--- src/rtl/set_median_select_macros.svh ---
// ============================================================================
// Set median select assertion macros
// Assertion helpers clocked on clk and disabled while rst_n is low.
// ============================================================================
`ifndef SET_MEDIAN_SELECT_MACROS_SVH
`define SET_MEDIAN_SELECT_MACROS_SVH
`ifndef SYNTHESIS
// Same-cycle implication.
`define SMS_ASSERT_IMP(lbl, cond, expr) \
    lbl: assert property (@(posedge clk) disable iff (!rst_n) (cond) |-> (expr)) \
        else $error("set_median_select: check failed");
// Next-cycle implication.
`define SMS_ASSERT_NXT(lbl, cond, expr) \
    lbl: assert property (@(posedge clk) disable iff (!rst_n) (cond) |=> (expr)) \
        else $error("set_median_select: check failed");
`else
`define SMS_ASSERT_IMP(lbl, cond, expr)
`define SMS_ASSERT_NXT(lbl, cond, expr)
`endif
`endif

--- src/rtl/smsel_pkg.sv ---
// ============================================================================
// Set median select package
// Shared constants and the structs passed between front, queue and executor.
// ============================================================================
package smsel_pkg;

    localparam int MAX_SET    = 64;
    localparam int ADDR_W     = (MAX_SET > 1) ? $clog2(MAX_SET) : 1;
    localparam int CNT_W      = $clog2(MAX_SET + 1);
    localparam int BANK_DEPTH = 1 << ADDR_W;
    localparam int SAMPLE_W   = 32;
    localparam int MEDIAN_W   = 33;
    localparam int SIZE_W     = 7;
    localparam int JOB_DEPTH  = 2;
    localparam int JOB_PTR_W  = $clog2(JOB_DEPTH);

    localparam logic [SAMPLE_W-1:0] SIGN_FLIP = {1'b1, {(SAMPLE_W-1){1'b0}}};

    // One closed set waiting for selection.
    typedef struct packed {
        logic             bank;
        logic [CNT_W-1:0] size;
        logic             ovf;
    } job_t;

    // Sample store write port.
    typedef struct packed {
        logic                en;
        logic [ADDR_W:0]     addr;
        logic [SAMPLE_W-1:0] data;
    } store_wr_t;

    // Bank handed back once its result has been delivered.
    typedef struct packed {
        logic valid;
        logic bank;
    } bank_rel_t;

endpackage

--- src/rtl/smsel_front.sv ---
// ============================================================================
// Set median select loader
// Accepts samples, writes them into the current bank and closes sets.
// ============================================================================
module smsel_front (
    input  logic                        clk,
    input  logic                        rst_n,
    input  logic                        in_valid,
    output logic                        in_ready,
    input  logic [31:0]                 sample,
    input  logic                        last,
    input  logic                        q_full,
    output logic                        q_push,
    output smsel_pkg::job_t             q_job,
    output smsel_pkg::store_wr_t        store_wr,
    input  smsel_pkg::bank_rel_t        bank_rel
);
    import smsel_pkg::*;

    logic             bank_reg, bank_next;
    logic [1:0]       busy_reg, busy_next;
    logic [CNT_W-1:0] count_reg, count_next;
    logic             ovf_reg, ovf_next;
    logic             accept;
    logic             room;
    logic [CNT_W-1:0] count_new;
    logic             ovf_new;

    assign in_ready  = !busy_reg[bank_reg] && !q_full;
    assign accept    = in_valid && in_ready;
    assign room      = (count_reg < CNT_W'(MAX_SET));
    assign count_new = room ? count_reg + 1'b1 : count_reg;
    assign ovf_new   = ovf_reg || !room;

    assign store_wr.en   = accept && room;
    assign store_wr.addr = {bank_reg, count_reg[ADDR_W-1:0]};
    assign store_wr.data = sample;

    assign q_push     = accept && last;
    assign q_job.bank = bank_reg;
    assign q_job.size = count_new;
    assign q_job.ovf  = ovf_new;

    always_comb
    begin
        bank_next  = bank_reg;
        busy_next  = busy_reg;
        count_next = count_reg;
        ovf_next   = ovf_reg;
        if (bank_rel.valid)
        begin
            busy_next[bank_rel.bank] = 1'b0;
        end
        if (accept)
        begin
            count_next = count_new;
            ovf_next   = ovf_new;
            if (last)
            begin
                // The closed bank stays owned by the selection engine until released.
                busy_next[bank_reg] = 1'b1;
                bank_next  = !bank_reg;
                count_next = '0;
                ovf_next   = 1'b0;
            end
        end
    end

    always_ff @(posedge clk or negedge rst_n)
    begin
        if (!rst_n)
        begin
            bank_reg  <= 1'b0;
            busy_reg  <= '0;
            count_reg <= '0;
            ovf_reg   <= 1'b0;
        end
        else
        begin
            bank_reg  <= bank_next;
            busy_reg  <= busy_next;
            count_reg <= count_next;
            ovf_reg   <= ovf_next;
        end
    end

endmodule

--- config.mk ---
export PLATFORM = sky130hd
export DESIGN_NAME = smsel_front
export DESIGN_NICKNAME = d
export VERILOG_FILES = /design/src/rtl/set_median_select_macros.svh /design/src/rtl/smsel_pkg.sv /design/src/rtl/smsel_front.sv
export SDC_FILE = /design/constraint.sdc
export NUM_CORES = 1
export LEC_CHECK = 0
export BUFFER_PORTS_ARGS = -buffer_cell sky130_fd_sc_hd__buf_4
export CORE_MARGIN = 1.5
export CORE_UTILIZATION = 37
export DETAILED_ROUTE_END_ITERATION = 7
export GPL_ROUTABILITY_DRIVEN = 0
export PLACE_DENSITY = 0.86
export SLEW_MARGIN = 20
export SYNTH_ARGS = -nofsm -noshare
export SYNTH_HDL_FRONTEND = slang
export SYNTH_SLANG_ARGS = --single-unit
export TNS_END_PERCENT = 50
--- constraint.sdc ---
create_clock -name clk -period 1.9 [get_ports clk]
set_input_delay 0.285 -clock clk [delete_from_list [all_inputs] [get_ports clk]]
set_output_delay 0.285 -clock clk [all_outputs]
set_load 0.005 [all_outputs]
# Yosys cells after proc, flatten, opt, wreduce, memory -nomap -nowiden
# Cells that the tools add are included.
word_totals:
  reg_bits: 11
  latch_bits: 0
  ramBits: 0
  rom_bits: 0
  in_bits: 39
  out_inout_bits: 51
  wordCells: 37
  n_memories: 0
classes:
  n_addsub: 1
  n_mul: 0
  div: 0
  n_lt_le_gt_ge: 5
  n_eq_ne: 0
  n_shift: 0
  mux: 12
  n_bitwise: 3
  n_reduce_logical: 12
ops:
  columns: ["cell", "count"]
  rows:
  - ["7-bit 2-to-1 mux", 2]
  - ["7-bit by 1-bit adder with 7-bit output, second input constant", 1]
  - ["7-bit less-than comparator, second input constant", 1]
  - ["1-bit logical AND", 6]
  - ["2-bit 2-to-1 mux", 3]
  - ["1-bit 2-to-1 mux", 5]
  - ["1-bit zero test", 4]
  - ["1-bit by 2-bit less-than comparator with 1-bit output, second input constant", 2]
  - ["2-bit bitwise AND", 1]
  - ["1-bit demux with 1-bit select", 2]
  - ["1-bit greater-or-equal comparator, second input constant", 2]
  - ["2-bit inverter", 1]
  - ["2-bit bitwise OR", 1]
  - ["2-bit AND reduction", 1]
  - ["1-bit logical OR", 1]

# Depth between registers and ports, before layout
logic_depth:
  ltp_word: 10
  depth_mapped: 4
  ltp_nobuf: 4

# Worst setup path after synthesis
# Ideal clock, no wire load.
synth_timing:
  path_type: "flip-flop to output port"
  startpoint: "register bank_reg"
  endpoint: "output store_wr[39] (netlist name)"
  arrival_time_ns: 1.246
  required_time_ns: 1.615
  path_slack_ns: 0.369
  path_stages_with_launch: 4
  path_buffers: 0
  cell_sequence: "dfrtp_1 > mux2_4 > or3_1 > inv_1"
synth_rtl:
  columns: ["element", "line_no", "source"]
  rows:
  - ["start, declared", "smsel_front.sv:20", "logic bank_reg, bank_next;"]
  - ["start signal, assigned", "smsel_front.sv:80", "bank_reg <= bank_next;"]
  - ["end, declared", "smsel_front.sv:15", "output smsel_pkg::store_wr_t store_wr,"]

==> metrics <==
via/cell ratio 5.17; ranking of synthesized cells by area buf_4 (31%), dfrtp_1 (28%), xnor2_1 (4.5%); result of the run complete, no violations; Hold Path Cell Cnt 2; Seq pwr share 36.0%; CTS tree yes; diode insertion count for antenna repair 0; sort of element at the end of the critical path primary output; switching share of total power 35.8%; starting DRC count in detailed routing 9; critical path class reg -> out; instance count after placement with tap cells included 127; final instance count without filler cells 132; overall die area 2970 sq um; Clock Latency Late Sink 280 ps; half-perimeter wire length after placement 1590 um; number of max-capacitance violations reported 0; Synth-to-Final Area Change -2.55%; Post-Synthesis Mean Instance Area 8.75 sq um; Post-Synthesis Net Count 152; netlist area before placement 980 sq um; Root Buffer clkbuf_4; commonest cells after routing, fill and taps aside buf_4 (28), dfrtp_1 (10), nand2_1 (6); FFs w/ async S/R, synth 100%; Initial Util 39.2%; Slowest cell on crit path dfrtp_1; worst endpoint data arrival time 1560 ps; count of buffers from port buffering 25; CORE AREA 2500 sq um; logic depth of the worst register-to-register path 3; share of cells above drive strength 1 36.3%; CP Depth 4; most frequent standard cell in the layout excluding fill and tap cells buf_4; Min Clock Period, post-route 1850 ps; drt drc 0; kind of cell adding the most delay to the critical path flip-flops; number of warning messages in the yosys log 0; Congestion Overflow GR 0; pin count of the biggest net entering global routing 13; Internal Power 0.000675 W; total power 0.00105 W; number of buffers and inverters on the critical path 2; tightest slew margin relative to the limit 76.9%; post-synth top area share 31.4%; Period Utilization, post-route 97.1%; Data required, critical path 1620 ps; Cell variety after synth 36; placed cell area 912 sq um; part of the power in the clock network 15.5%; wire length of the first global-routing pass 3130 um; count of boundary I/O pins 90; total routed wirelength 2020 um; cell taking the most area after synthesis buf_4; slowest stage delay, CP 390 ps; TritonCTS buffer count 3; initial antenna violation count 0; most instantiated flip-flop cell in the synthesis netlist dfrtp_1; Post-Synthesis Cells 112; total negative slack for setup checks 0 ps; H-Tree Depth 1; final number of max-transition violations 0; post-route cell area 955 sq um; number of detailed-route iterations in the first pass 4; net switching component of the power 0.000376 W; flip-flop and latch count after synthesis 11; Final Util 38.2%; Worst Max-Slew Pin Slew 347 ps; kind of start point of the critical path register; setup-violating endpoint count in the final report 0; average wire length per cell after detail routing 15.3 um; total count of hold-check failures in the final report 0; net total in the final layout 143; Post-synth EDFFs 0; number of standard-cell rows in the floorplan 18; number of nets with antenna violations after detailed routing 0; Die Ht 54.5 um; share of the yosys chip area belonging to registers 28.1%; max reg flops 7; leakage component of the power 0.458 nW; TritonCTS sink count 11; all-layer global routing usage 14.8%; worst supply voltage drop on vdd 482 uV; Reg clk slew, reported paths 70 ps; die extent in x 54.5 um; # Post-CTS Setup Buffers 0; clk_skew 2.12 ps; total via count in the routed design 683; CP cell instances mux2_4, or3_4, inv_1, buf_4; combinational share of power 48.5%; class of the most critical hold timing path in -> reg; CTS max path bufs 2; Peak Freq 0.542 GHz; vias in the first global route 659; worst-path maximum fanout 8; cell area power density 1100 nW/um^2
cell type report:
type | instances | area [sq um]
inverter | 5 | 18.8
tap | 30 | 37.5
multi-input combinational | 53 | 375
fill | 263 | 1550
sequential | 11 | 277
clock buffer | 4 | 26.3
timing repair buffer | 29 | 220
worst reg2reg max path, delay by kind of cell, from the launching register on:
family           cells  cell delay (ps)
multiplexers         1              350
AO/OA/AOI/OAI        1              210
AND/OR/NAND/NOR      1              380
flip-flops           1              390
Yosys cell counts (all sizes together), types with 2 or more instances:
master	number
xnor2	5
nand4	2
nand3	4
inv	5
o211ai	2
mux2	2
nor2	2
buf	42
dfrtp	11
o21ai	7
nand2b	2
nand2	6
nand4b	2
metal layers:
metal | track usage, % | share of wire (%) | vias to the layer above
met5 | 0 | 0 | -
met4 | 7.50 | 2.7 | 0
met3 | 8.20 | 12 | 14
met2 | 23.1 | 47 | 39
met1 | 16.1 | 38 | 310
li1 | - | - | 320
metrics by stage:
step / hold WS (ps) / setup WS, ps
3_3_place_gp: 124 / 362
6_report: 260 / 54.3
5_1_grt: 250 / -3.11
2_1_floorplan: -10.6 / 369
4_1_cts: 254 / 38.6
3_5_place_dp: 129 / 346
logic make-up after synthesis:
family          count (synthesis)  share of synthesized area, %
flops                          11                          28.1
fa+ha+maj                       1                          1.28
simple gates                   25                          14.4
buf+inv                        48                          34.1
xor+xnor                        5                          4.47
compound gates                 19                          13.9
mux                             3                          3.70
power by group through the flow:
stage                     Combinational (W)  Clock, W  Sequential, W
final                              0.000509  0.000163       0.000379
after global routing               0.000563  0.000182       0.000390
after global placement             0.000499         0       0.000370
after floorplan                    0.000366         0       0.000372
after CTS                          0.000513  0.000167       0.000375
after detailed placement           0.000507         0       0.000379
worst paths after layout:
| path | end | from | slack, ps |
|---|---|---|---|
| worst max-delay path | store_wr[39] | bank_reg$_DFFE_PN0P_ | 50 |
| worst min-delay path | ovf_reg$_DFFE_PN0P_ | last | 260 |
| worst max register to register | count_reg[0]$_DFFE_PN0P_ | bank_reg$_DFFE_PN0P_ | 470 |
| worst min register to register | ovf_reg$_DFFE_PN0P_ | ovf_reg$_DFFE_PN0P_ | 530 |
| max in group asynchronous | count_reg[0]$_DFFE_PN0P_ | rst_n | 1360 |
| min in group asynchronous | count_reg[0]$_DFFE_PN0P_ | rst_n | 370 |
what timing repair did:
| item | CTS | global route |
|---|---|---|
| hold endpoints to repair | 11 | 0 |
| gates resized for setup | 0 | 2 |
| setup endpoints to repair | 0 | 2 |
| hold buffers | 1 | 0 |
Note: power is estimated with default switching activity, not from simulation.
