--- src/rtl/set_median_select_macros.svh ---
// ============================================================================
// Set median select assertion macros
// Assertion helpers clocked on clk and disabled while rst_n is low.
// ============================================================================
`ifndef SET_MEDIAN_SELECT_MACROS_SVH
`define SET_MEDIAN_SELECT_MACROS_SVH
`ifndef SYNTHESIS
// Same-cycle implication.
`define SMS_ASSERT_IMP(lbl, cond, expr) \
    lbl: assert property (@(posedge clk) disable iff (!rst_n) (cond) |-> (expr)) \
        else $error("set_median_select: check failed");
// Next-cycle implication.
`define SMS_ASSERT_NXT(lbl, cond, expr) \
    lbl: assert property (@(posedge clk) disable iff (!rst_n) (cond) |=> (expr)) \
        else $error("set_median_select: check failed");
`else
`define SMS_ASSERT_IMP(lbl, cond, expr)
`define SMS_ASSERT_NXT(lbl, cond, expr)
`endif
`endif

--- src/rtl/smsel_pkg.sv ---
// ============================================================================
// Set median select package
// Shared constants and the structs passed between front, queue and executor.
// ============================================================================
package smsel_pkg;

    localparam int MAX_SET    = 64;
    localparam int ADDR_W     = (MAX_SET > 1) ? $clog2(MAX_SET) : 1;
    localparam int CNT_W      = $clog2(MAX_SET + 1);
    localparam int BANK_DEPTH = 1 << ADDR_W;
    localparam int SAMPLE_W   = 32;
    localparam int MEDIAN_W   = 33;
    localparam int SIZE_W     = 7;
    localparam int JOB_DEPTH  = 2;
    localparam int JOB_PTR_W  = $clog2(JOB_DEPTH);

    localparam logic [SAMPLE_W-1:0] SIGN_FLIP = {1'b1, {(SAMPLE_W-1){1'b0}}};

    // One closed set waiting for selection.
    typedef struct packed {
        logic             bank;
        logic [CNT_W-1:0] size;
        logic             ovf;
    } job_t;

    // Sample store write port.
    typedef struct packed {
        logic                en;
        logic [ADDR_W:0]     addr;
        logic [SAMPLE_W-1:0] data;
    } store_wr_t;

    // Bank handed back once its result has been delivered.
    typedef struct packed {
        logic valid;
        logic bank;
    } bank_rel_t;

endpackage

--- src/rtl/smsel_queue.sv ---
// ============================================================================
// Set median select job queue
// Small FIFO of closed sets between the loader and the selection engine.
// ============================================================================
module smsel_queue (
    input  logic               clk,
    input  logic               rst_n,
    input  logic               push,
    input  smsel_pkg::job_t    push_job,
    input  logic               pop,
    output smsel_pkg::job_t    head_job,
    output logic               full,
    output logic               empty
);
    import smsel_pkg::*;

    job_t                 entry_reg [JOB_DEPTH];
    logic [JOB_PTR_W-1:0] wr_ptr_reg, wr_ptr_next;
    logic [JOB_PTR_W-1:0] rd_ptr_reg, rd_ptr_next;
    logic [JOB_PTR_W:0]   fill_reg, fill_next;

    assign full     = (fill_reg == (JOB_PTR_W+1)'(JOB_DEPTH));
    assign empty    = (fill_reg == '0);
    assign head_job = entry_reg[rd_ptr_reg];

    always_comb
    begin
        wr_ptr_next = wr_ptr_reg;
        rd_ptr_next = rd_ptr_reg;
        fill_next   = fill_reg;
        if (push)
        begin
            wr_ptr_next = (wr_ptr_reg == JOB_PTR_W'(JOB_DEPTH - 1)) ? '0 : wr_ptr_reg + 1'b1;
        end
        if (pop)
        begin
            rd_ptr_next = (rd_ptr_reg == JOB_PTR_W'(JOB_DEPTH - 1)) ? '0 : rd_ptr_reg + 1'b1;
        end
        if (push && !pop)
        begin
            fill_next = fill_reg + 1'b1;
        end
        else if (pop && !push)
        begin
            fill_next = fill_reg - 1'b1;
        end
    end

    always_ff @(posedge clk or negedge rst_n)
    begin
        if (!rst_n)
        begin
            wr_ptr_reg <= '0;
            rd_ptr_reg <= '0;
            fill_reg   <= '0;
        end
        else
        begin
            wr_ptr_reg <= wr_ptr_next;
            rd_ptr_reg <= rd_ptr_next;
            fill_reg   <= fill_next;
        end
    end

    always_ff @(posedge clk)
    begin
        if (push)
        begin
            entry_reg[wr_ptr_reg] <= push_job;
        end
    end

endmodule

--- config.mk ---
export PLATFORM = sky130hd
export DESIGN_NAME = smsel_queue
export DESIGN_NICKNAME = d
export VERILOG_FILES = /design/src/rtl/set_median_select_macros.svh /design/src/rtl/smsel_pkg.sv /design/src/rtl/smsel_queue.sv
export SDC_FILE = /design/constraint.sdc
export NUM_CORES = 1
export LEC_CHECK = 0
export BUFFER_PORTS_ARGS = -buffer_cell sky130_fd_sc_hd__clkbuf_2
export CORE_UTILIZATION = 44
export DETAILED_ROUTE_END_ITERATION = 16
export GPL_TIMING_DRIVEN = 0
export PLACE_DENSITY = 0.8
export SYNTH_ARGS = -nofsm -noshare
export SYNTH_HDL_FRONTEND = slang
export SYNTH_SLANG_ARGS = --single-unit
--- constraint.sdc ---
create_clock -name clk -period 1.45 [get_ports clk]
set_clock_uncertainty 0.2 [all_clocks]
set_input_delay 0.29 -clock clk [delete_from_list [all_inputs] [get_ports clk]]
set_output_delay 0.29 -clock clk [all_outputs]
set_load 0.005 [all_outputs]
## Yosys cells after proc, flatten, opt, wreduce, memory -nomap -nowiden

Memory sizes are Yosys's and may differ from the RTL's.
Cells that the tools add are included.

- Shift operators: 0
- Equality and inequality tests: 1
- Multiply operators: 0
- Muxes and demuxes: 6
- Reductions and logical operators: 6
- Add/subtract/negate cells: 4
- Divide/modulo/power cells: 0
- Magnitude comparators: 0
- Bitwise logic cells: 0

Operator list:

| operator | number |
|---|---|
| 1-bit 2-to-1 mux | 4 |
| 2-bit 2-to-1 mux | 2 |
| 1-bit adder, second input constant | 2 |
| 2-bit by 1-bit adder with 2-bit output, second input constant | 1 |
| 2-bit == test, second input constant | 1 |
| 1-bit logical AND | 2 |
| 1-bit logical NOT | 2 |
| 2-bit logical NOT | 1 |
| 2-bit nonzero test | 1 |
| 2-bit by 1-bit subtractor with 2-bit output, second input constant | 1 |

- Memories kept: 1
- Memory bits (writable): 18
- Flip-flop bits (word level): 4
- ROM bits: 0
- Logic and storage cells: 21
- Latch bits: 0

Memories:

| memory | words | bits a word | rd ports | clocked after memory_dff | write ports | line | RTL |
|---|---|---|---|---|---|---|---|
| entry_reg | 2 | 9 | 1 | 0 | 1 | smsel_queue.sv:17 | `job_t entry_reg [JOB_DEPTH];` |

## Logic depth before layout (Yosys ltp)

Gate-level depths: netlist of the first run.

- Depth after elaboration: 4
- Depth in mapped cells: 5

## Least setup slack after synthesis of the first run

Ideal clock, no wire load.

- Path kind: register to register
- From: register wr_ptr_reg
- To: memory entry_reg[0][0] (netlist name) (enable)
- Slack: 0.043 ns
- Stages on the path, launching flop included: 2
- Arrival: 0.832 ns
- Data required time: 0.875 ns
- Clock period less this slack: 1.407 ns
- Path through: dfrtp_1 nor2b_1

RTL lines:

| element | line | RTL |
|---|---|---|
| start: declaration | smsel_queue.sv:18 | `logic [JOB_PTR_W-1:0] wr_ptr_reg, wr_ptr_next;` |
| start signal: assignment | smsel_queue.sv:59 | `wr_ptr_reg <= wr_ptr_next;` |
| end: declaration | smsel_queue.sv:17 |  |

Straight into the memory's write port.

==> metrics.txt, run 1 <==
Unique masters post-synth=12; crit path cell chain=buf_6, mux2_2, clkbuf_2; Multi-input gate area=198 um2; leakage=0.492 nW; sink count of the clock tree=22; maximum clock frequency=roughly 570 MHz; Layout Area Growth over Synthesis=39.7%; worst path buffer plus inverter count=2; share of the yosys chip area belonging to registers=0.761; Rows=15; DIE AREA=2090 um2; Syn Inst Count=44; first drt pass iteration count=5; drt via density=4.48; violations in the final reports=negative setup slack; count of routing violations after the opening detailed-route iteration=11; endpoint of the most critical register-to-register path=entry_reg[1][1]; clock tree root buffer cell=sky130_fd_sc_hd__clkbuf_4; largest net degree at the start of global routing=13; DR WL/cell=11.8 um; area inside the core boundary=approximately 1800 um2; number of flip-flops under the largest register name=18; antenna diode instance count=0; kind of cell with the highest combined delay on the critical path=flip-flops; Register-to-Register Setup Slack=~0.18 ns; endpoint class of the critical path=output pin; post-layout worst setup margin=-0.309 ns; final setup fails=10; total CTS buffers=3; post-route ant nets=0; final total negative setup slack=-2.76 ns; Die Y-Extent=45.7 um; number of warning messages in the yosys log=0; via count of the first global-routing pass=454; final count of pins violating max slew=0; worst setup path category=reg -> out; total power=0.00187 W; Final #Nets=102; drc violations=0; Setup crit start kind=register; Hold/Removal Path Class=in -> async; TritonCTS clock tree=done; worst-case headroom to the max-slew limit=0.818; Syn Std Cell Area=842 um2; clock slew at the register clock pins of the worst setup and hold paths=0.11 ns; startpoint of the worst register-to-register path=wr_ptr_reg; worst-margin pin slew=0.272 ns; Synth Net Count=58; number of register bits inferred by synthesis=22; master of the slowest instance on the critical path=sky130_fd_sc_hd__dfrtp_1; deepest clock path buffer count=2; critical path arrival=1.27 ns; Max H-tree Level=1; antenna violations before repair=0; layout cell share with drive strength beyond 1=0.506; status=complete, but fails checks; CP Max Fanout=10; number of port buffers=23; # Max-Cap Violations=0; effective utilization at floorplan=0.477; Final period util=1.21; number of filler instances in the final layout=137; Worst-Skew Late Latency=0.30 ns; Tmin final=1.76 ns; area taken by flip-flops and latches=641 um2; global-route usage over all layers=0.145; sum of overflow across all layers after global routing=0; DRT Wirelength=around 1300 um; Reg2Reg Depth=1; start point of the critical path=rd_ptr_reg; Top Ports=24; setup repair after global routing missed its margin=true; wire length of the first global-routing pass=around 1900 um; floorplan die width=45.7 um; Pwr per Cell Area=1590 nW/um2; largest incremental delay on the critical path=roughly 0.36 ns; Mean Syn Cell Area=19.1 um2; via total after detailed routing=502; RePlAce Congestion=0.593; required time at the endpoint of the critical path=0.96 ns; largest voltage drop on the vdd net=0.000993 V; Hold Violations, Final=0
[final cells by class]
| type | instances | area share |
|---|---|---|
| Sequential cell | 22 | 0.545 |
| Timing Repair Buffer | 39 | 0.226 |
| Multi-Input combinational cell | 20 | 0.168 |
| Tap cell | 25 | 0.0266 |
| Clock buffer | 3 | 0.0191 |
| Buffer | 1 | 0.00957 |
| Clock inverter | 1 | 0.00319 |
| Inverter | 1 | 0.00319 |
[repair_timing]
action / CTS / global route
hold buffers: 12 / 0
endpoints found under the hold margin: 24 / 0
pin swaps: 0 / 1
setup buffers: 3 / 1
gates resized for setup: 1 / 4
setup endpoints to repair: 20 / 20
[stage by stage]
stage / area (um2) / hold WS, ns / utilization / cells / worst slack [ns]
after floorplan: 842 / -0.206 / - / 44 / 0.0426
after detailed placement: 988 / -0.0984 / 0.560 / 92 / -0.202
after global routing: 1180 / 0.0939 / 0.667 / 112 / -0.376
after CTS: 1160 / 0.101 / 0.657 / 111 / -0.326
final: 1180 / 0.105 / 0.667 / 112 / -0.309
after global placement: 988 / -0.100 / 0.560 / 92 / -0.220
[power by group]
group,switching [W],internal [W]
registers,0.0000705,0.000856
clock network,0.000172,0.000101
logic,0.000280,0.000396
[worst max-delay path by stage]
stage	cells past startpoint	endpoint	slack, ns
final	3	head_job[7]	-0.31
after global routing	3	head_job[7]	-0.38
after CTS	3	head_job[2]	-0.33
after detailed placement	2	entry_reg[0][4]	-0.20
after global placement	2	entry_reg[0][4]	-0.22
after floorplan	1	entry_reg[0][0]	0.04
[metal layers]
layer  global-route usage  part of all wire  up-vias
li1                     -                 -      246
met1                0.157              0.42      235
met2                0.234              0.51       18
met3               0.0595             0.049        3
met4               0.0882             0.014        0
met5                    0                 0        -
[cells by family (layout without fill, tap and decap cells)]
family / count (synthesis) / count (layout) / synth area share
xor gates and xnor gates: 5 / 5 / 0.0520
adders and majority gates: 1 / 1 / 0.0149
buffers and inverters: 2 / 45 / 0.0178
DFF: 22 / 22 / 0.761
muxes: 9 / 9 / 0.120
and+or+nand+nor: 5 / 5 / 0.0342
[cells in the final DEF (no fill, tap or decap)]
cell	instances
sky130_fd_sc_hd__clkbuf_2	22
sky130_fd_sc_hd__inv_1	1
sky130_fd_sc_hd__mux2_2	9
sky130_fd_sc_hd__xnor2_1	1
sky130_fd_sc_hd__buf_2	1
sky130_fd_sc_hd__ha_1	1
sky130_fd_sc_hd__nor2_2	1
sky130_fd_sc_hd__buf_6	1
sky130_fd_sc_hd__and2b_2	1
sky130_fd_sc_hd__and2_2	1
sky130_fd_sc_hd__nor2_1	1
sky130_fd_sc_hd__buf_4	4
sky130_fd_sc_hd__xor2_1	4
sky130_fd_sc_hd__edfxtp_1	18
sky130_fd_sc_hd__nor2b_4	1
sky130_fd_sc_hd__clkbuf_4	3
sky130_fd_sc_hd__dlygate4sd3_1	12
sky130_fd_sc_hd__clkinv_1	1
sky130_fd_sc_hd__dfrtp_1	4
[cells in the mapped netlist]
master                     number  area, um2
sky130_fd_sc_hd__xnor2_1        1       8.76
sky130_fd_sc_hd__inv_1          1       3.75
sky130_fd_sc_hd__mux2_2         9        101
sky130_fd_sc_hd__nor2b_1        1       6.26
sky130_fd_sc_hd__nor2_1         2       7.51
sky130_fd_sc_hd__xor2_1         4       35.0
sky130_fd_sc_hd__and2b_2        1       8.76
sky130_fd_sc_hd__edfxtp_1      18        541
sky130_fd_sc_hd__ha_1           1       12.5
sky130_fd_sc_hd__buf_6          1       11.3
sky130_fd_sc_hd__and2_1         1       6.26
sky130_fd_sc_hd__dfrtp_1        4        100
No activity file was read; power rests on OpenSTA's default activity.
==> inputs of run 2 (changes only) <==
--- a/config.mk
+++ b/config.mk
@@ -6,10 +6,11 @@
 export NUM_CORES = 1
 export LEC_CHECK = 0
 export BUFFER_PORTS_ARGS = -buffer_cell sky130_fd_sc_hd__clkbuf_2
-export CORE_UTILIZATION = 44
+export CORE_UTILIZATION = 47
+export CTS_BUF_LIST = sky130_fd_sc_hd__clkbuf_8
 export DETAILED_ROUTE_END_ITERATION = 16
 export GPL_TIMING_DRIVEN = 0
-export PLACE_DENSITY = 0.8
+export PLACE_DENSITY = 0.84
 export SYNTH_ARGS = -nofsm -noshare
 export SYNTH_HDL_FRONTEND = slang
 export SYNTH_SLANG_ARGS = --single-unit
==> constraint.sdc (replaced) <==
create_clock -name clk -period 1.45 [get_ports clk]
set_clock_uncertainty 0.2 [all_clocks]
set_input_delay 0.29 -clock clk [delete_from_list [all_inputs] [get_ports clk]]
set_output_delay 0.29 -clock clk [all_outputs]
set_load 0.05 [all_outputs]
==> run 2 against run 1 <==
The flow still finishes with violations (negative setup slack). Worst hold slack worse by 0.090 ns. Non-clock buffer count decreased by 10. First-iteration DRC count fell by 55%. Largest power group is now combinational logic.
==> metrics.txt, run 2 (synthesized netlist as in run 1, its figures left out) <==
Die Y-Extent=44.3 um (-3.1%); largest voltage drop on the vdd net=0.00151 V (+52%); sink count of the clock tree=22 (unchanged); Worst-Skew Late Latency=0.26 ns (-0.04 ns); required time at the endpoint of the critical path=0.96 ns (about the same); first drt pass iteration count=3 (-2); M1 GR Usage=0.173 (+0.0155); RePlAce Congestion=0.624 (+5.1%); count of cell instances traversed by the critical path=3 (unchanged); maximum clock frequency=567 MHz (-0.29%); status=complete, but fails checks; sum of overflow across all layers after global routing=0 (unchanged); critical path arrival=1.27 ns (about the same); final setup fails=11 (+1); DIE AREA=1960 um2 (-6.1%); deepest clock path buffer count=2 (unchanged); worst setup path category=reg -> out; area inside the core boundary=1590 um2 (-9.6%); clock tree root buffer cell=sky130_fd_sc_hd__clkbuf_8; post-route cell area=1240 um2 (+5.3%); count of routing violations after the opening detailed-route iteration=5 (-6); startpoint of the worst register-to-register path=wr_ptr_reg; Rows=14 (-1); kind of cell with the highest combined delay on the critical path=flip-flops; Layout Area Growth over Synthesis=47.1%; worst setup path endpoint=head_job[8]; violations in the final reports=negative setup slack; total CTS buffers=3 (unchanged); Pwr per Cell Area=2340 nW/um2 (+47%); drc violations=0 (unchanged); clock slew at the register clock pins of the worst setup and hold paths=0.08 ns (-0.03 ns); floorplan die width=44.3 um (-3.1%); via total after detailed routing=485 (-3.4%); worst-margin pin slew=0.296 ns (+0.0246 ns); largest net degree at the start of global routing=13 (unchanged); Setup crit start kind=register; layout cell share with drive strength beyond 1=0.584 (+0.0787); wire length of the first global-routing pass=2190 um (+14%); Tmin final=1.76 ns (+0.00509 ns); crit path cell chain=buf_6, mux2_4, buf_8; largest incremental delay on the critical path=0.40 ns (+0.04 ns); master of the slowest instance on the critical path=sky130_fd_sc_hd__dfrtp_1; leakage=0.533 nW (+8.4%); # Max-Cap Violations=0 (unchanged); global-route usage over all layers=0.166 (+0.0214); TritonCTS clock tree=done; final count of pins violating max slew=0 (unchanged); Hold Violations, Final=0 (unchanged); effective utilization at floorplan=0.528 (+0.0510); worst-case headroom to the max-slew limit=0.802 (-0.0164); Register-to-Register Setup Slack=0.18 ns (about the same); met3 Resource Use GR=0.0367 (-0.0228); CP Max Fanout=5 (-5); setup repair after global routing missed its margin=true; DR WL/cell=15.7 um (+34%); post-place instance area=990 um2 (+0.13%); antenna diode instance count=0 (unchanged); number of flip-flops under the largest register name=18 (unchanged); final total negative setup slack=-2.85 ns (-0.0857 ns); worst path buffer plus inverter count=2 (unchanged); post-layout worst setup margin=-0.314 ns (-0.00509 ns); Top Ports=24 (unchanged); antenna violations before repair=0 (unchanged); Final period util=1.22 (+0.00351); via count of the first global-routing pass=519 (+14%); endpoint class of the critical path=output pin; DRT Wirelength=1590 um (+21%); most frequent cells in the layout=18 x sky130_fd_sc_hd__edfxtp_1, 12 x sky130_fd_sc_hd__clkbuf_2, 11 x sky130_fd_sc_hd__buf_8; post-route ant nets=0 (unchanged); number of port buffers=23 (unchanged); Max H-tree Level=1 (unchanged); endpoint of the most critical register-to-register path=entry_reg[1][5]; start point of the critical path=rd_ptr_reg; Final Hold Slack=0.0146 ns (-0.0903 ns); met2 track utilization from global routing=0.324 (+0.0892); drt via density=4.80 (+7.1%); Final #Nets=92 (-9.8%); Reg2Reg Depth=1 (unchanged); most common library cell in the layout ignoring fill and taps=sky130_fd_sc_hd__edfxtp_1; Hold/Removal Path Class=in -> reg; GRT busiest layer=met2
run 2: cell types whose count changed in the layout (fill, tap and decap cells not counted), moves of 9 or more:
cell / delta
sky130_fd_sc_hd__mux2_2: -9
sky130_fd_sc_hd__dlygate4sd3_1: -11
sky130_fd_sc_hd__mux2_4: +9
sky130_fd_sc_hd__clkbuf_2: -10
sky130_fd_sc_hd__buf_8: +11
run 2: how the worst min path moves through the flow:
stage	startpoint	to	slack, ns	cells past startpoint
2_1_floorplan	rst_n	fill_reg[0]	-0.21	0
3_3_place_gp	rst_n	fill_reg[0]	-0.1	1
3_5_place_dp	rst_n	fill_reg[0]	-0.09	1
4_1_cts	push_job[2]	entry_reg[1][2]	0.02	1
5_1_grt	push_job[3]	entry_reg[0][3]	0.009	1
6_report	push_job[2]	entry_reg[0][2]	0.01	1
run 2: cell type report:
| type | instances | area (um2) |
|---|---|---|
| sequential | 22 | 641 |
| fill | 98 | 355 |
| timing repair buffer | 29 | 277 |
| multi-input combinational | 20 | 231 |
| clock buffer | 3 | 41.3 |
| tap | 24 | 30.0 |
| buffer | 1 | 11.3 |
| clock inverter | 1 | 3.75 |
| inverter | 1 | 3.75 |
run 2: routing by layer:
metal	wire length, um	share of wire
met4	10	0.0063
met1	616	0.39
met5	0	0
met3	35	0.022
met2	927	0.58
run 2: per-stage QoR:
step | setup WS (ns) | total power [W] | util | cells
6_report | -0.314 | 0.00290 | 0.777 | 101
5_1_grt | -0.335 | 0.00299 | 0.777 | 101
4_1_cts | -0.325 | 0.00260 | 0.727 | 98
3_5_place_dp | -0.219 | 0.00196 | 0.621 | 91
3_3_place_gp | -0.198 | 0.00193 | 0.621 | 91
2_1_floorplan | 0.0426 | 0.00175 | - | 44
run 2: power by group:
group          switching [W]  total, W  internal [W]
Combinational       0.000833   0.00157      0.000739
Clock               0.000186  0.000375      0.000189
Sequential         0.0000909  0.000949      0.000858
run 2: repair_timing:
action                                 in CTS  in global routing
endpoints found under the hold margin       4                  0
resized for setup                          23                 24
setup buffers                               2                  2
setup endpoints to repair                  20                 20
hold buffers                                1                  0
cloned                                      0                  1
pin swaps                                   1                  0
==> inputs of run 3 (changes only) <==
--- a/config.mk
+++ b/config.mk
@@ -5,12 +5,13 @@
 export SDC_FILE = /design/constraint.sdc
 export NUM_CORES = 1
 export LEC_CHECK = 0
+export ABC_AREA = 1
 export BUFFER_PORTS_ARGS = -buffer_cell sky130_fd_sc_hd__clkbuf_2
-export CORE_UTILIZATION = 47
-export CTS_BUF_LIST = sky130_fd_sc_hd__clkbuf_8
+export CORE_UTILIZATION = 45
+export CTS_BUF_LIST = sky130_fd_sc_hd__clkbuf_16
 export DETAILED_ROUTE_END_ITERATION = 16
 export GPL_TIMING_DRIVEN = 0
-export PLACE_DENSITY = 0.84
+export PLACE_DENSITY = 0.81
 export SYNTH_ARGS = -nofsm -noshare
 export SYNTH_HDL_FRONTEND = slang
 export SYNTH_SLANG_ARGS = --single-unit
==> run 3 against run 2 <==
The run still ends with negative setup slack left. Sequential share of layout area shrank 2.4 points. Via count grew 8.0%. Non-clock buffer count shrank 3. Total power grew 13%. Clock-buffer cell count is the same.
==> metrics.txt, run 3 <==
status=complete, but fails checks; violations in the final reports=negative setup slack; Layout Area Growth over Synthesis=45.9%; Reg2Reg Depth=1 (unchanged); effective utilization at floorplan=0.496 (-0.0324); largest voltage drop on the vdd net=0.00124 V (-18%); post-place instance area=1040 um2 (+5.6%); master of the slowest instance on the critical path=sky130_fd_sc_hd__dfrtp_1; post-synthesis cell type with the largest combined area=sky130_fd_sc_hd__edfxtp_1; deepest clock path buffer count=2 (unchanged); most frequent cells in the layout=18 x sky130_fd_sc_hd__edfxtp_1, 12 x sky130_fd_sc_hd__buf_8, 12 x sky130_fd_sc_hd__clkbuf_2; maximum clock frequency=568 MHz (+0.23%); Mean Syn Cell Area=16.9 um2 (-12%); clock slew at the register clock pins of the worst setup and hold paths=0.06 ns (-0.02 ns); Final Non-Filler Cells=108 (+6.9%); floorplan die width=46.6 um (+5.0%); CP Max Fanout=10 (+5); sink count of the clock tree=22 (unchanged); Max H-tree Level=1 (unchanged); area inside the core boundary=1800 um2 (+13%); final count of pins violating max slew=0 (unchanged); Rows=15 (+1); antenna diode instance count=0 (unchanged); drt via density=4.85 (+1.0%); cell depth of the worst hold path=1 (unchanged); DIE AREA=2170 um2 (+10%); largest incremental delay on the critical path=0.39 ns (about the same); highest metal used=met4; # Max-Cap Violations=0 (unchanged); required time at the endpoint of the critical path=0.96 ns (about the same); cell mode on critical path=sky130_fd_sc_hd__buf_8; DRT Wirelength=1640 um (+2.8%); share of the yosys chip area belonging to registers=0.717 (-0.0437); antenna violations before repair=0 (unchanged); instance count after placement with tap cells included=101 (+11%); Unique masters post-synth=12 (unchanged); wire length of the first global-routing pass=2060 um (-6.0%); Die Y-Extent=46.6 um (+5.0%); count leader, synth=sky130_fd_sc_hd__edfxtp_1; number of warning messages in the yosys log=0 (unchanged); Final #Nets=98 (+6.5%); number of flip-flops under the largest register name=18 (unchanged); Hold/Removal Path Class=in -> reg; first drt pass iteration count=4 (+1); via count of the first global-routing pass=448 (-14%); layout cell share with drive strength beyond 1=0.542 (-0.0422); worst-case headroom to the max-slew limit=0.686 (-0.116); Top Ports=24 (unchanged); Tmin final=1.76 ns (-0.00400 ns); Post-synth top flop=sky130_fd_sc_hd__edfxtp_1; endpoint class of the critical path=output pin; Syn Inst Count=53 (+20%); length of routed wiring on met1=621 um (+0.81%); largest cells by area after synthesis=sky130_fd_sc_hd__edfxtp_1 61%, sky130_fd_sc_hd__mux2_4 15%, sky130_fd_sc_hd__dfrtp_1 11%; Register-to-Register Setup Slack=0.08 ns (-0.10 ns); count of routing violations after the opening detailed-route iteration=7 (+2); endpoint of the most critical register-to-register path=entry_reg[0][8]; sum of overflow across all layers after global routing=0 (unchanged); RePlAce Congestion=0.799 (+28%); Final period util=1.21 (-0.00276); Worst-Skew Late Latency=0.25 ns (about the same); crit path cell chain=buf_8, mux2_4, buf_8; Synth Net Count=67 (+16%); leakage=0.570 nW (+6.9%); drc violations=0 (unchanged); number of register bits inferred by synthesis=22 (unchanged); final total negative setup slack=-2.80 ns (+0.0464 ns); setup repair after global routing missed its margin=true; final setup fails=11 (unchanged); number of enable-type register cells in the synthesized netlist=18 (unchanged); via total after detailed routing=524 (+8.0%); Hold Violations, Final=0 (unchanged); total met3 wirelength after detailed routing=67 um (+91%); Syn Std Cell Area=893 um2 (+6.1%); post-route ant nets=0 (unchanged); total CTS buffers=3 (unchanged); worst setup path category=reg -> out; launch instance of the worst min-delay path=push_job[8]; number of port buffers=23 (unchanged); Final Hold Slack=0.0246 ns (+0.00999 ns); worst-margin pin slew=0.471 ns (+0.175 ns); global-route usage over all layers=0.155 (-0.0108); largest net degree at the start of global routing=14 (+1); startpoint of the worst register-to-register path=wr_ptr_reg; fraction of registers with async set/reset=0.182 (unchanged); total met2 wirelength after detailed routing=900 um (-2.9%); most common library cell in the layout ignoring fill and taps=sky130_fd_sc_hd__edfxtp_1; clock tree root buffer cell=sky130_fd_sc_hd__clkbuf_16; DR WL/cell=15.1 um (-3.8%); critical path arrival=1.27 ns (about the same); pre-CTS setup slack=-0.183 ns (+0.0355 ns); post-route cell area=1300 um2 (+5.3%); post-layout worst setup margin=-0.310 ns (+0.00400 ns); share of the synthesized area in the top cell type=0.605 (-0.0369); Pwr per Cell Area=2500 nW/um2 (+7.0%); Synth top cells by count=18 x sky130_fd_sc_hd__edfxtp_1, 9 x sky130_fd_sc_hd__mux2_4, 7 x sky130_fd_sc_hd__inv_1, 5 x sky130_fd_sc_hd__nand2_1, 4 x sky130_fd_sc_hd__dfrtp_1; TritonCTS clock tree=done; sum of net half-perimeters after detailed placement=942 um; Setup crit start kind=register; Hold Path Sink=entry_reg[0][8]
-- run 3: cell types whose count changed in the layout (fill, tap and decap cells not counted), moves of 3 or more --
cell                        change
sky130_fd_sc_hd__inv_1          +5
sky130_fd_sc_hd__clkbuf_16      +3
sky130_fd_sc_hd__nand2_1        +5
sky130_fd_sc_hd__clkbuf_8       -3
-- run 3: kinds of logic (layout without fill, tap and decap cells) --
logic type    Yosys count  in the layout  share of synthesized area
flops                  22             22                      0.717
simple gates           10             10                     0.0462
mux                     9              9                      0.151
buf+inv                 8             38                     0.0420
xor+xnor                3              3                     0.0294
fa+ha+maj               1              1                     0.0140
-- run 3: routing by layer --
layer	vias up	track usage
met5	-	0
met3	5	0.0627
met4	0	0.106
met1	254	0.161
li1	245	-
met2	20	0.253
-- run 3: critical path, delay by kind of cell, from the launching register on --
kind	cells	cell delay [ns]
multiplexers	1	0.31
flip-flops	1	0.39
buffers and inverters	2	0.31
-- run 3: worst max path at each step --
stage	cells after the start	slack (ns)	startpoint	to
after floorplan	1	0.06	wr_ptr_reg	entry_reg[0][0]
after global placement	3	-0.16	push	entry_reg[0][8]
after detailed placement	3	-0.18	push	entry_reg[0][8]
after CTS	3	-0.33	rd_ptr_reg	head_job[5]
after global routing	3	-0.33	rd_ptr_reg	head_job[6]
final	3	-0.31	rd_ptr_reg	head_job[6]
-- run 3: per-stage QoR --
stage,power [W],util
after global routing,0.00337,0.724
after detailed placement,0.00207,0.580
after global placement,0.00203,0.580
final,0.00326,0.724
after floorplan,0.00186,-
after CTS,0.00310,0.706
-- run 3: cell type report --
cell class,instances,area (um2)
plain buffers,1,15.0
clock buffers,3,75.1
clock inverters,1,30.0
fillers,115,498
inverters,7,26.3
multi-input cells,23,233
flip-flops and latches,22,643
well taps,25,31.3
repair buffers,26,250
-- run 3: where the power goes --
group          switching (W)  internal, W  total (W)
sequential          0.000104     0.000865   0.000969
combinational       0.000838     0.000689    0.00153
clock               0.000218     0.000548   0.000766
total                0.00116      0.00210    0.00326
-- run 3: repair_timing --
| item | 4_1_cts | 5_1_grt |
|---|---|---|
| resized for setup | 26 | 14 |
| pin swaps | 0 | 1 |
| endpoints found under the hold margin | 4 | 0 |
| setup buffers | 1 | 1 |
| hold buffers | 1 | 0 |
| setup endpoints to repair | 20 | 11 |
